--- src/design/chs_pkg.sv ---
`default_nettype none

package chs_pkg;

  // Field widths of the stream payload
  localparam int KEY_W     = 31;
  localparam int REQ_W     = 2;
  localparam int ST_W      = 3;
  localparam int BKT_OUT_W = 4;
  localparam int POS_OUT_W = 3;

  localparam int S_TDATA_W = 32;
  localparam int S_TUSER_W = 2;
  localparam int M_TDATA_W = 8;
  localparam int M_TUSER_W = 3;

  // Default geometry
  localparam int CHS_NUM_BUCKETS = 10;
  localparam int CHS_CHAIN_DEPTH = 8;

  // Remainder unit: key padded to 32 bits, 4 bits folded in per cycle
  localparam int HASH_W    = 32;
  localparam int HASH_STEP = 4;
  localparam int HASH_CYC  = HASH_W / HASH_STEP;
  localparam int HCW       = $clog2(HASH_CYC);

  // Request codes
  localparam logic [REQ_W-1:0] REQ_APPEND = 2'd0;
  localparam logic [REQ_W-1:0] REQ_SORTED = 2'd1;
  localparam logic [REQ_W-1:0] REQ_DELETE = 2'd2;
  localparam logic [REQ_W-1:0] REQ_LOOKUP = 2'd3;

  // Status codes
  localparam logic [ST_W-1:0] ST_INSERTED = 3'd0;
  localparam logic [ST_W-1:0] ST_PRESENT  = 3'd1;
  localparam logic [ST_W-1:0] ST_DELETED  = 3'd2;
  localparam logic [ST_W-1:0] ST_ABSENT   = 3'd3;
  localparam logic [ST_W-1:0] ST_FULL     = 3'd4;

  // Chain edit that follows the walk
  localparam logic [1:0] OP_NONE = 2'd0;
  localparam logic [1:0] OP_INS  = 2'd1;
  localparam logic [1:0] OP_DEL  = 2'd2;

  typedef struct packed {
    logic clr_wr;
    logic load_in;
    logic hash_step;
    logic len_rd;
    logic len_load;
    logic walk_rd;
    logic walk_cmp;
    logic decide;
    logic mv_rd;
    logic mv_wr;
    logic update;
    logic out_load;
  } ctl_cmd_t;

  typedef struct packed {
    logic clr_last;
    logic hash_last;
    logic walk_done;
    logic mv_done;
    logic out_free;
  } ctl_stat_t;

endpackage

`default_nettype wire

--- src/design/chs_ram.sv ---
`default_nettype none

module chs_ram #(
  parameter int WIDTH = 8,
  parameter int DEPTH = 16
) (
  input  wire logic                                      clk,
  input  wire logic                                      we,
  input  wire logic [((DEPTH > 1) ? $clog2(DEPTH) : 1)-1:0] waddr,
  input  wire logic [WIDTH-1:0]                          wdata,
  input  wire logic [((DEPTH > 1) ? $clog2(DEPTH) : 1)-1:0] raddr,
  output logic      [WIDTH-1:0]                          rdata
);

  logic [WIDTH-1:0] mem [DEPTH];

  always_ff @(posedge clk) begin
    if (we) begin
      mem[waddr] <= wdata;
    end
    rdata <= mem[raddr];
  end

endmodule

`default_nettype wire

--- src/design/chs_ctrl.sv ---
`default_nettype none

module chs_ctrl
  import chs_pkg::*;
(
  input  wire logic      clk,
  input  wire logic      rst,
  input  wire logic      s_tvalid,
  output logic           s_tready,
  input  wire ctl_stat_t stat,
  output ctl_cmd_t       cmd
);

  localparam logic [3:0] S_CLEAR    = 4'd0;
  localparam logic [3:0] S_IDLE     = 4'd1;
  localparam logic [3:0] S_HASH     = 4'd2;
  localparam logic [3:0] S_LEN_RD   = 4'd3;
  localparam logic [3:0] S_LEN_WT   = 4'd4;
  localparam logic [3:0] S_WALK_RD  = 4'd5;
  localparam logic [3:0] S_WALK_CMP = 4'd6;
  localparam logic [3:0] S_DECIDE   = 4'd7;
  localparam logic [3:0] S_MOVE_RD  = 4'd8;
  localparam logic [3:0] S_MOVE_WR  = 4'd9;
  localparam logic [3:0] S_UPDATE   = 4'd10;
  localparam logic [3:0] S_FINISH   = 4'd11;

  logic [3:0] state;
  logic [3:0] state_next;

  always_ff @(posedge clk) begin
    if (rst) begin
      state <= S_CLEAR;
    end else begin
      state <= state_next;
    end
  end

  always_comb begin
    state_next = state;
    cmd        = '0;
    s_tready   = 1'b0;
    case (state)
      S_CLEAR: begin
        cmd.clr_wr = 1'b1;
        if (stat.clr_last) state_next = S_IDLE;
      end
      S_IDLE: begin
        s_tready    = 1'b1;
        cmd.load_in = s_tvalid;
        if (s_tvalid) state_next = S_HASH;
      end
      S_HASH: begin
        cmd.hash_step = 1'b1;
        if (stat.hash_last) state_next = S_LEN_RD;
      end
      S_LEN_RD: begin
        cmd.len_rd = 1'b1;
        state_next = S_LEN_WT;
      end
      S_LEN_WT: begin
        cmd.len_load = 1'b1;
        state_next   = S_WALK_RD;
      end
      S_WALK_RD: begin
        if (stat.walk_done) begin
          state_next = S_DECIDE;
        end else begin
          cmd.walk_rd = 1'b1;
          state_next  = S_WALK_CMP;
        end
      end
      S_WALK_CMP: begin
        cmd.walk_cmp = 1'b1;
        state_next   = S_WALK_RD;
      end
      S_DECIDE: begin
        cmd.decide = 1'b1;
        state_next = S_MOVE_RD;
      end
      S_MOVE_RD: begin
        if (stat.mv_done) begin
          state_next = S_UPDATE;
        end else begin
          cmd.mv_rd  = 1'b1;
          state_next = S_MOVE_WR;
        end
      end
      S_MOVE_WR: begin
        cmd.mv_wr  = 1'b1;
        state_next = S_MOVE_RD;
      end
      S_UPDATE: begin
        cmd.update = 1'b1;
        state_next = S_FINISH;
      end
      S_FINISH: begin
        if (stat.out_free) begin
          cmd.out_load = 1'b1;
          state_next   = S_IDLE;
        end
      end
      default: begin
        state_next = S_CLEAR;
      end
    endcase
  end

endmodule

`default_nettype wire

--- src/design/chs_dp.sv ---
`default_nettype none

module chs_dp
  import chs_pkg::*;
#(
  parameter int NUM_BUCKETS = CHS_NUM_BUCKETS,
  parameter int CHAIN_DEPTH = CHS_CHAIN_DEPTH
) (
  input  wire logic             clk,
  input  wire logic             rst,
  input  wire ctl_cmd_t         cmd,
  output ctl_stat_t             stat,
  input  wire logic [KEY_W-1:0] in_key,
  input  wire logic [REQ_W-1:0] in_req,
  output logic                  m_tvalid,
  input  wire logic             m_tready,
  output logic [M_TDATA_W-1:0]  m_tdata,
  output logic [M_TUSER_W-1:0]  m_tuser
);

  localparam int BW    = $clog2(NUM_BUCKETS);
  localparam int LW    = $clog2(CHAIN_DEPTH + 1);
  localparam int SLOTS = NUM_BUCKETS * CHAIN_DEPTH;
  localparam int AW    = $clog2(SLOTS);
  localparam logic [BW:0]   NB_C   = (BW+1)'(NUM_BUCKETS);
  localparam logic [LW-1:0] FULL_C = LW'(CHAIN_DEPTH);

  logic [KEY_W-1:0]  key_q;
  logic [REQ_W-1:0]  req_q;
  logic [HASH_W-1:0] hsh;
  logic [HCW-1:0]    hcnt;
  logic [BW-1:0]     rem;
  logic [BW-1:0]     rem_next;
  logic [AW-1:0]     base;
  logic [LW-1:0]     len;
  logic [LW-1:0]     j;
  logic              found;
  logic [LW-1:0]     fidx;
  logic              sset;
  logic [LW-1:0]     spos;
  logic [LW-1:0]     pos;
  logic [ST_W-1:0]   st;
  logic [1:0]        op;
  logic [BW-1:0]     clr_cnt;

  logic [ST_W-1:0]   st_next;
  logic [LW-1:0]     pos_next;
  logic [1:0]        op_next;
  logic [LW-1:0]     j_next;

  logic [BW:0]       fold;
  logic [BW-1:0]     racc;

  logic [LW-1:0]     rd_idx;
  logic [AW-1:0]     key_raddr;
  logic [KEY_W-1:0]  key_rdata;
  logic              key_we;
  logic [AW-1:0]     key_waddr;
  logic [KEY_W-1:0]  key_wdata;
  logic              len_we;
  logic [BW-1:0]     len_waddr;
  logic [LW-1:0]     len_wdata;
  logic [LW-1:0]     len_rdata;

  logic [BW+BKT_OUT_W-1:0] bkt_ext;
  logic [LW+POS_OUT_W-1:0] pos_ext;

  // Remainder fold, one key bit per step
  always_comb begin
    racc = rem;
    fold = '0;
    for (int i = 0; i < HASH_STEP; i++) begin
      fold = {racc, hsh[HASH_W-1-i]};
      if (fold >= NB_C) fold = fold - NB_C;
      racc = fold[BW-1:0];
    end
    rem_next = racc;
  end

  // Outcome of the walk
  always_comb begin
    st_next  = ST_ABSENT;
    pos_next = '0;
    op_next  = OP_NONE;
    j_next   = j;
    case (req_q)
      REQ_APPEND, REQ_SORTED: begin
        if (found) begin
          st_next  = ST_PRESENT;
          pos_next = fidx;
        end else if (len == FULL_C) begin
          st_next = ST_FULL;
        end else begin
          st_next  = ST_INSERTED;
          op_next  = OP_INS;
          pos_next = (req_q == REQ_APPEND) ? len : spos;
          j_next   = len;
        end
      end
      REQ_DELETE: begin
        if (found) begin
          st_next  = ST_DELETED;
          pos_next = fidx;
          op_next  = OP_DEL;
          j_next   = fidx;
        end
      end
      default: begin
        if (found) begin
          st_next  = ST_PRESENT;
          pos_next = fidx;
        end
      end
    endcase
  end

  always_ff @(posedge clk) begin
    if (cmd.load_in) begin
      key_q <= in_key;
      req_q <= in_req;
      hsh   <= {1'b0, in_key};
      hcnt  <= '0;
      rem   <= '0;
    end
    if (cmd.hash_step) begin
      rem  <= rem_next;
      hsh  <= hsh << HASH_STEP;
      hcnt <= hcnt + 1'b1;
    end
    if (cmd.len_rd) begin
      base <= AW'(rem) * AW'(CHAIN_DEPTH);
    end
    if (cmd.len_load) begin
      len   <= len_rdata;
      spos  <= len_rdata;
      j     <= '0;
      found <= 1'b0;
      sset  <= 1'b0;
      fidx  <= '0;
    end
    if (cmd.walk_cmp) begin
      if (!found && key_rdata == key_q) begin
        found <= 1'b1;
        fidx  <= j;
      end
      if (!sset && key_q <= key_rdata) begin
        sset <= 1'b1;
        spos <= j;
      end
      j <= j + 1'b1;
    end
    if (cmd.decide) begin
      st  <= st_next;
      pos <= pos_next;
      op  <= op_next;
      j   <= j_next;
    end
    if (cmd.mv_wr) begin
      j <= (op == OP_INS) ? j - 1'b1 : j + 1'b1;
    end
  end

  // Clear sweep over the length table
  always_ff @(posedge clk) begin
    if (rst) begin
      clr_cnt <= '0;
    end else if (cmd.clr_wr) begin
      clr_cnt <= clr_cnt + 1'b1;
    end
  end

  assign rd_idx    = cmd.walk_rd ? j : ((op == OP_INS) ? j - 1'b1 : j + 1'b1);
  assign key_raddr = base + AW'(rd_idx);
  assign key_we    = cmd.mv_wr || (cmd.update && op == OP_INS);
  assign key_waddr = base + AW'(cmd.mv_wr ? j : pos);
  assign key_wdata = cmd.mv_wr ? key_rdata : key_q;

  assign len_we    = cmd.clr_wr || (cmd.update && op != OP_NONE);
  assign len_waddr = cmd.clr_wr ? clr_cnt : rem;
  assign len_wdata = cmd.clr_wr ? '0 : ((op == OP_INS) ? len + 1'b1 : len - 1'b1);

  chs_ram #(
    .WIDTH (KEY_W),
    .DEPTH (SLOTS)
  ) u_keys (
    .clk   (clk),
    .we    (key_we),
    .waddr (key_waddr),
    .wdata (key_wdata),
    .raddr (key_raddr),
    .rdata (key_rdata)
  );

  chs_ram #(
    .WIDTH (LW),
    .DEPTH (NUM_BUCKETS)
  ) u_lens (
    .clk   (clk),
    .we    (len_we),
    .waddr (len_waddr),
    .wdata (len_wdata),
    .raddr (rem),
    .rdata (len_rdata)
  );

  always_comb begin
    stat.clr_last  = (clr_cnt == BW'(NUM_BUCKETS - 1));
    stat.hash_last = (hcnt == HCW'(HASH_CYC - 1));
    stat.walk_done = (j == len);
    case (op)
      OP_INS:  stat.mv_done = (j == pos);
      OP_DEL:  stat.mv_done = (({1'b0, j} + 1'b1) >= {1'b0, len});
      default: stat.mv_done = 1'b1;
    endcase
    stat.out_free  = !m_tvalid || m_tready;
  end

  // Result register
  assign bkt_ext = {{BKT_OUT_W{1'b0}}, rem};
  assign pos_ext = {{POS_OUT_W{1'b0}}, pos};

  always_ff @(posedge clk) begin
    if (rst) begin
      m_tvalid <= 1'b0;
    end else if (cmd.out_load) begin
      m_tvalid <= 1'b1;
    end else if (m_tready) begin
      m_tvalid <= 1'b0;
    end
  end

  always_ff @(posedge clk) begin
    if (cmd.out_load) begin
      m_tuser <= st;
      m_tdata <= {1'b0, pos_ext[POS_OUT_W-1:0], bkt_ext[BKT_OUT_W-1:0]};
    end
  end

endmodule

`default_nettype wire

--- src/design/chained_hash_set.sv ---
// Chained hash set: keeps unique 31-bit keys in NUM_BUCKETS buckets, each a
// chain of up to CHAIN_DEPTH entries, bucket = key mod NUM_BUCKETS.
// Request channel (s_*): one beat per request, req_type on s_tuser and key
// on s_tdata. Result channel (m_*): one beat per request with status on
// m_tuser, bucket and chain position on m_tdata.
// Requests are handled one at a time. The time from accept to result
// grows with L, the length of the chain walked, and with M, the number
// of entries shifted by an insert or delete: every entry visit is a read
// and then a compare, and every shift a read and then a write, through the
// single read port of the key memory, and the bucket index comes from a
// remainder unit that folds in 4 key bits per cycle.
// A finished result sits in the output register; the next request is taken
// while it waits, but its own result holds in the last state until the
// receiver takes the waiting beat, so a stalled receiver stalls the block.
// Reset: synchronous, active high. After reset the block sweeps all
// NUM_BUCKETS entries of the chain length table to zero, with s_tready low.
`default_nettype none

module chained_hash_set
  import chs_pkg::*;
#(
  parameter int NUM_BUCKETS = CHS_NUM_BUCKETS,
  parameter int CHAIN_DEPTH = CHS_CHAIN_DEPTH
) (
  input  wire logic                 clk,
  input  wire logic                 rst,
  input  wire logic                 s_tvalid,
  output logic                      s_tready,
  input  wire logic [S_TDATA_W-1:0] s_tdata,   // [30:0] key, [31] zero
  input  wire logic [S_TUSER_W-1:0] s_tuser,   // [1:0] req_type
  output logic                      m_tvalid,
  input  wire logic                 m_tready,
  output logic [M_TDATA_W-1:0]      m_tdata,   // [3:0] bucket, [6:4] position, [7] zero
  output logic [M_TUSER_W-1:0]      m_tuser    // [2:0] status
);

  ctl_cmd_t  cmd;
  ctl_stat_t stat;

  // Sequencer: walks each request through hash, chain walk, shift, write-back
  chs_ctrl u_ctrl (
    .clk      (clk),
    .rst      (rst),
    .s_tvalid (s_tvalid),
    .s_tready (s_tready),
    .stat     (stat),
    .cmd      (cmd)
  );

  // Datapath: remainder unit, key and length memories, result register
  chs_dp #(
    .NUM_BUCKETS (NUM_BUCKETS),
    .CHAIN_DEPTH (CHAIN_DEPTH)
  ) u_dp (
    .clk      (clk),
    .rst      (rst),
    .cmd      (cmd),
    .stat     (stat),
    .in_key   (s_tdata[KEY_W-1:0]),
    .in_req   (s_tuser[REQ_W-1:0]),
    .m_tvalid (m_tvalid),
    .m_tready (m_tready),
    .m_tdata  (m_tdata),
    .m_tuser  (m_tuser)
  );

endmodule

`default_nettype wire

--- config.mk ---
export PLATFORM = sky130hd
export DESIGN_NAME = chained_hash_set
export DESIGN_NICKNAME = d
export VERILOG_FILES = /design/src/design/chs_pkg.sv /design/src/design/chs_ram.sv /design/src/design/chs_ctrl.sv /design/src/design/chs_dp.sv /design/src/design/chained_hash_set.sv
export SDC_FILE = /design/constraint.sdc
export NUM_CORES = 2
export LEC_CHECK = 0
export ABC_AREA = 1
export BUFFER_PORTS_ARGS = -buffer_cell sky130_fd_sc_hd__buf_4
export CAP_MARGIN = 25
export CELL_PAD_IN_SITES_DETAIL_PLACEMENT = 1
export CELL_PAD_IN_SITES_GLOBAL_PLACEMENT = 2
export CORE_MARGIN = 2
export CORE_UTILIZATION = 33
export CTS_BUF_LIST = sky130_fd_sc_hd__clkbuf_2
export DETAILED_ROUTE_END_ITERATION = 8
export PLACE_DENSITY = 0.71
export SYNTH_ARGS = -nofsm -noshare
export SYNTH_HDL_FRONTEND = slang
export SYNTH_SLANG_ARGS = --single-unit
--- constraint.sdc ---
create_clock -name clk -period 9.41 [get_ports clk]
set_input_delay 1.882 -clock clk [delete_from_list [all_inputs] [get_ports clk]]
set_output_delay 1.882 -clock clk [all_outputs]
set_load 0.1 [all_outputs]
==> results.sh <==
export IMPL_io_buffer_count=48
export IMPL_syn_to_final_growth_pct=12.0
export IMPL_critPathArrivalTime_ns=7.65
export IMPL_io_pins=51
export IMPL_rsz0062_at_grt="false"
export IMPL_path_common_cell="nand3_1"
export IMPL_cts_inserted_buffers=696
export IMPL_antenna_left=0
export IMPL_report_final_slew_viol_count=0
export IMPL_clock_root_buffer="clkbuf_2"
export IMPL_tns_ns=0
export IMPL_die_w_um=576
export IMPL_busiest_layer="met2"
export IMPL_critPathLaunchType="register"
export IMPL_antenna_found_initial=19
export IMPL_holdCritPathClass="in -> reg"
export IMPL_finalClockSkew_ns=0.307
export IMPL_vdd_drop_max_mv=0.110
export IMPL_wl_per_cell_um=25.6
export IMPL_vias_per_cell=5.30
export IMPL_cpPeakStageDelay_ns=0.77
export IMPL_core_um2=325000
export IMPL_outcome="completed"
export IMPL_ctsLongestPathBuffers=4
export IMPL_synth_net_count=8920
export IMPL_grtUsageMet3_pct=3.43
export IMPL_synth_distinct_cells=48
export IMPL_grt_pass1_vias=78200
export IMPL_fillers=35300
export IMPL_synth_edf_count=2619
export IMPL_die_h_um=576
export IMPL_slowest_stage="buf_4"
export IMPL_clk_latency_ns=2.27
export IMPL_crit_required_ns=11.50
export IMPL_die_area_um2=332000
export IMPL_slew_headroom_pct=24.1
export IMPL_p_per_area_nw_per_um2=189
export IMPL_worstHoldEndpoint="u_dp.key_q[22]$_DFFE_PP_"
export IMPL_synthCells=8827
export IMPL_grt_pass1_wl_mm=520
export IMPL_crit_type="reg -> reg"
export IMPL_gp_congestion=0.843
export IMPL_drtIter0Drc=6753
export IMPL_ys_flop_type="edfxtp_1"
export IMPL_grt_max_degree=215
export IMPL_cts_resized=0
export IMPL_placement_cell_area_um2=114000
export IMPL_num_nets_final=9355
export IMPL_clk_pin_slew_ns=0.12
export IMPL_r2r_start="u_dp.j[0]$_DFFE_PP_"
export IMPL_fin_crit_sh_pct=59.1
export IMPL_cts_sinks=2677
export IMPL_wl_mm=360
export IMPL_drive_above_1_share_pct=15.4
export IMPL_fmax_mhz=180
export IMPL_globalRouteMet2Util_pct=34.7
export IMPL_finalSetupViolCount=0
export IMPL_initial_utilization_pct=33.2
export IMPL_grt_ovfl_total=0
export IMPL_synthArstFlopShare_pct=0
export IMPL_grt_use_total_pct=21.2
export IMPL_cp_cell_sequence="ha_1, a21oi_1, nand3_2, nand2_2, nand2_1, o21ai_4, buf_4, buf_4, buf_4, nand3_1, nand3_1, nand3_1, nand3_1, nand3_1, nand3_1, nand2_1"
export IMPL_fin_crit_ns=5.56
export IMPL_p_total_mw=22.9
export IMPL_end_kind="register"
export IMPL_dpl_hpwl_mm=184
export IMPL_hold_viol=0
export IMPL_p_leak_nw=42.4
export IMPL_synth_area_um2=108000
export IMPL_synth_avg_cell_area_um2=12.2
export IMPL_ys_warn_count=0
export IMPL_cap_violations=0
export IMPL_rrSetupSlack_ns=3.85
export IMPL_ys_ff_latch=2677
export IMPL_hold_path_depth=2
export IMPL_drc=0
export IMPL_reg2reg_to="u_dp.u_keys.rdata[12]$_DFF_P_"
export IMPL_dr_total_vias=74700
export IMPL_grt_use_met1_pct=28.2
export IMPL_ctsHtreeMaxLevel=6
export IMPL_cts_tree="done"
export IMPL_first_pass_iters=5
export IMPL_ys_seq_area_share_pct=74.0
export IMPL_num_rows=209
export IMPL_fin_area_um2=121000
export IMPL_path_max_fanout=54
export IMPL_worst_pin_slew_ns=1.14
export IMPL_hp_start="s_tdata[22]"
export IMPL_reg2reg_depth=16
[worst max-delay path: cells and delay by family, from the launching register on]
| family | cells | cell delay [ns] |
|---|---|---|
| adders and majority gates | 1 | 0.38 |
| buffers and inverters | 3 | 2.10 |
| DFF | 1 | 0.56 |
| AOI/OAI and AO/OA | 2 | 0.29 |
| and+or+nand+nor | 10 | 2.16 |
[metrics by stage]
stage	hold WS [ns]	setup WS, ns	std cells	utilization, %
global placement	0.413	3.83	12800	35.0
global route	0.307	3.57	14100	37.2
finish	0.342	3.85	14100	37.2
floorplan	0.400	4.11	8827	-
detailed placement	0.409	3.79	12800	35.0
CTS	0.0827	3.90	14100	37.0
[kinds of logic after synthesis]
logic type / Yosys count / synth area share (%)
DFF: 2677 / 74.0
muxes: 1 / 0.00928
adders and majority gates: 55 / 0.645
buffers and inverters: 698 / 3.01
AOI/OAI and AO/OA: 585 / 3.07
xor gates and xnor gates: 14 / 0.114
and+or+nand+nor: 4796 / 19.2
other: 1 / 0.00348
[state kept, by name (all words and copies together), names as in the netlist, 7 cells and up]
register           cells
u_dp.u_lens.mem       40
u_dp.u_keys.mem     2480
u_dp.u_keys.rdata     31
u_dp.hsh              32
u_dp.key_q            31
u_dp.m_tdata           7
[layout make-up]
type	instances	area (um2)	area share (%)
Antenna cell	10	25.0	0.0207
Clock buffer	1031	5160	4.27
Clock inverter	168	1080	0.891
Inverter	137	553	0.458
Multi-Input combinational cell	5452	25900	21.4
Sequential cell	2677	79800	66.1
Tap cell	4325	5410	4.48
Timing Repair Buffer	298	2900	2.40
[report_power, final]
group / switching, mW / internal [mW] / total (mW)
Sequential: 0.0703 / 13.5 / 13.5
Clock: 4.96 / 3.20 / 8.16
Combinational: 0.937 / 0.242 / 1.18
[per-layer routing]
layer | share of wire (%) | up-vias
li1 | - | 33000
met4 | 3.2 | 4
met5 | 0.0075 | -
met1 | 43 | 38500
met2 | 47 | 2518
met3 | 6.6 | 600
[placed cells by master, fill, tap and decap left out, types with 109 or more instances in the layout]
cell type,synthesis,layout
clkinv_1,3,109
o21ai_0,340,308
buf_4,39,226
o22ai_1,112,112
nand3_1,2064,2064
edfxtp_1,2619,2619
nor2_1,421,339
clkbuf_2,0,1031
nand2_1,2272,2272
inv_1,125,121
[Yosys cell counts (8+ instances only)]
cell      count  share of area (%)
o221ai_1     24               0.19
nor2_1      421                1.5
ha_1         54               0.63
xor2_1        8              0.065
buf_4        39               0.27
nor3_1       11              0.051
a21oi_1      40               0.19
nand4_1      11              0.064
o211ai_1     11              0.077
clkbuf_1    122               0.42
inv_2         8              0.028
inv_1       125               0.43
o22ai_1     112               0.65
edfxtp_1   2619                 73
dfxtp_1      58                1.1
o21ai_0     340                1.6
buf_1        42               0.15
buf_2       353                1.6
a22o_1       23               0.19
nand3_1    2064                9.6
o21ai_1      22               0.10
nand2_1    2272                7.9
[worst max-delay path by stage]
stage | startpoint | end | slack, ns | cells past startpoint
after floorplan | u_ctrl.state[3]$_SDFFE_PP0P_ | u_dp.u_keys.mem[0][10]$_DFFE_PP_ | 4.11 | 8
after global placement | u_dp.len[0]$_DFFE_PP_ | u_dp.u_keys.rdata[12]$_DFF_P_ | 3.83 | 16
after detailed placement | u_dp.j[0]$_DFFE_PP_ | u_dp.u_keys.rdata[12]$_DFF_P_ | 3.79 | 16
after CTS | u_dp.j[0]$_DFFE_PP_ | u_dp.u_keys.rdata[13]$_DFF_P_ | 3.90 | 16
after global routing | u_dp.len[0]$_DFFE_PP_ | u_dp.u_keys.rdata[12]$_DFF_P_ | 3.57 | 16
final | u_dp.j[0]$_DFFE_PP_ | u_dp.u_keys.rdata[12]$_DFF_P_ | 3.85 | 16
[what timing repair did]
action,in CTS,in global routing
hold buffers,35,0
endpoints found under the hold margin,73,0
setup buffers,0,0
Note: power is estimated with default switching activity, not from simulation.
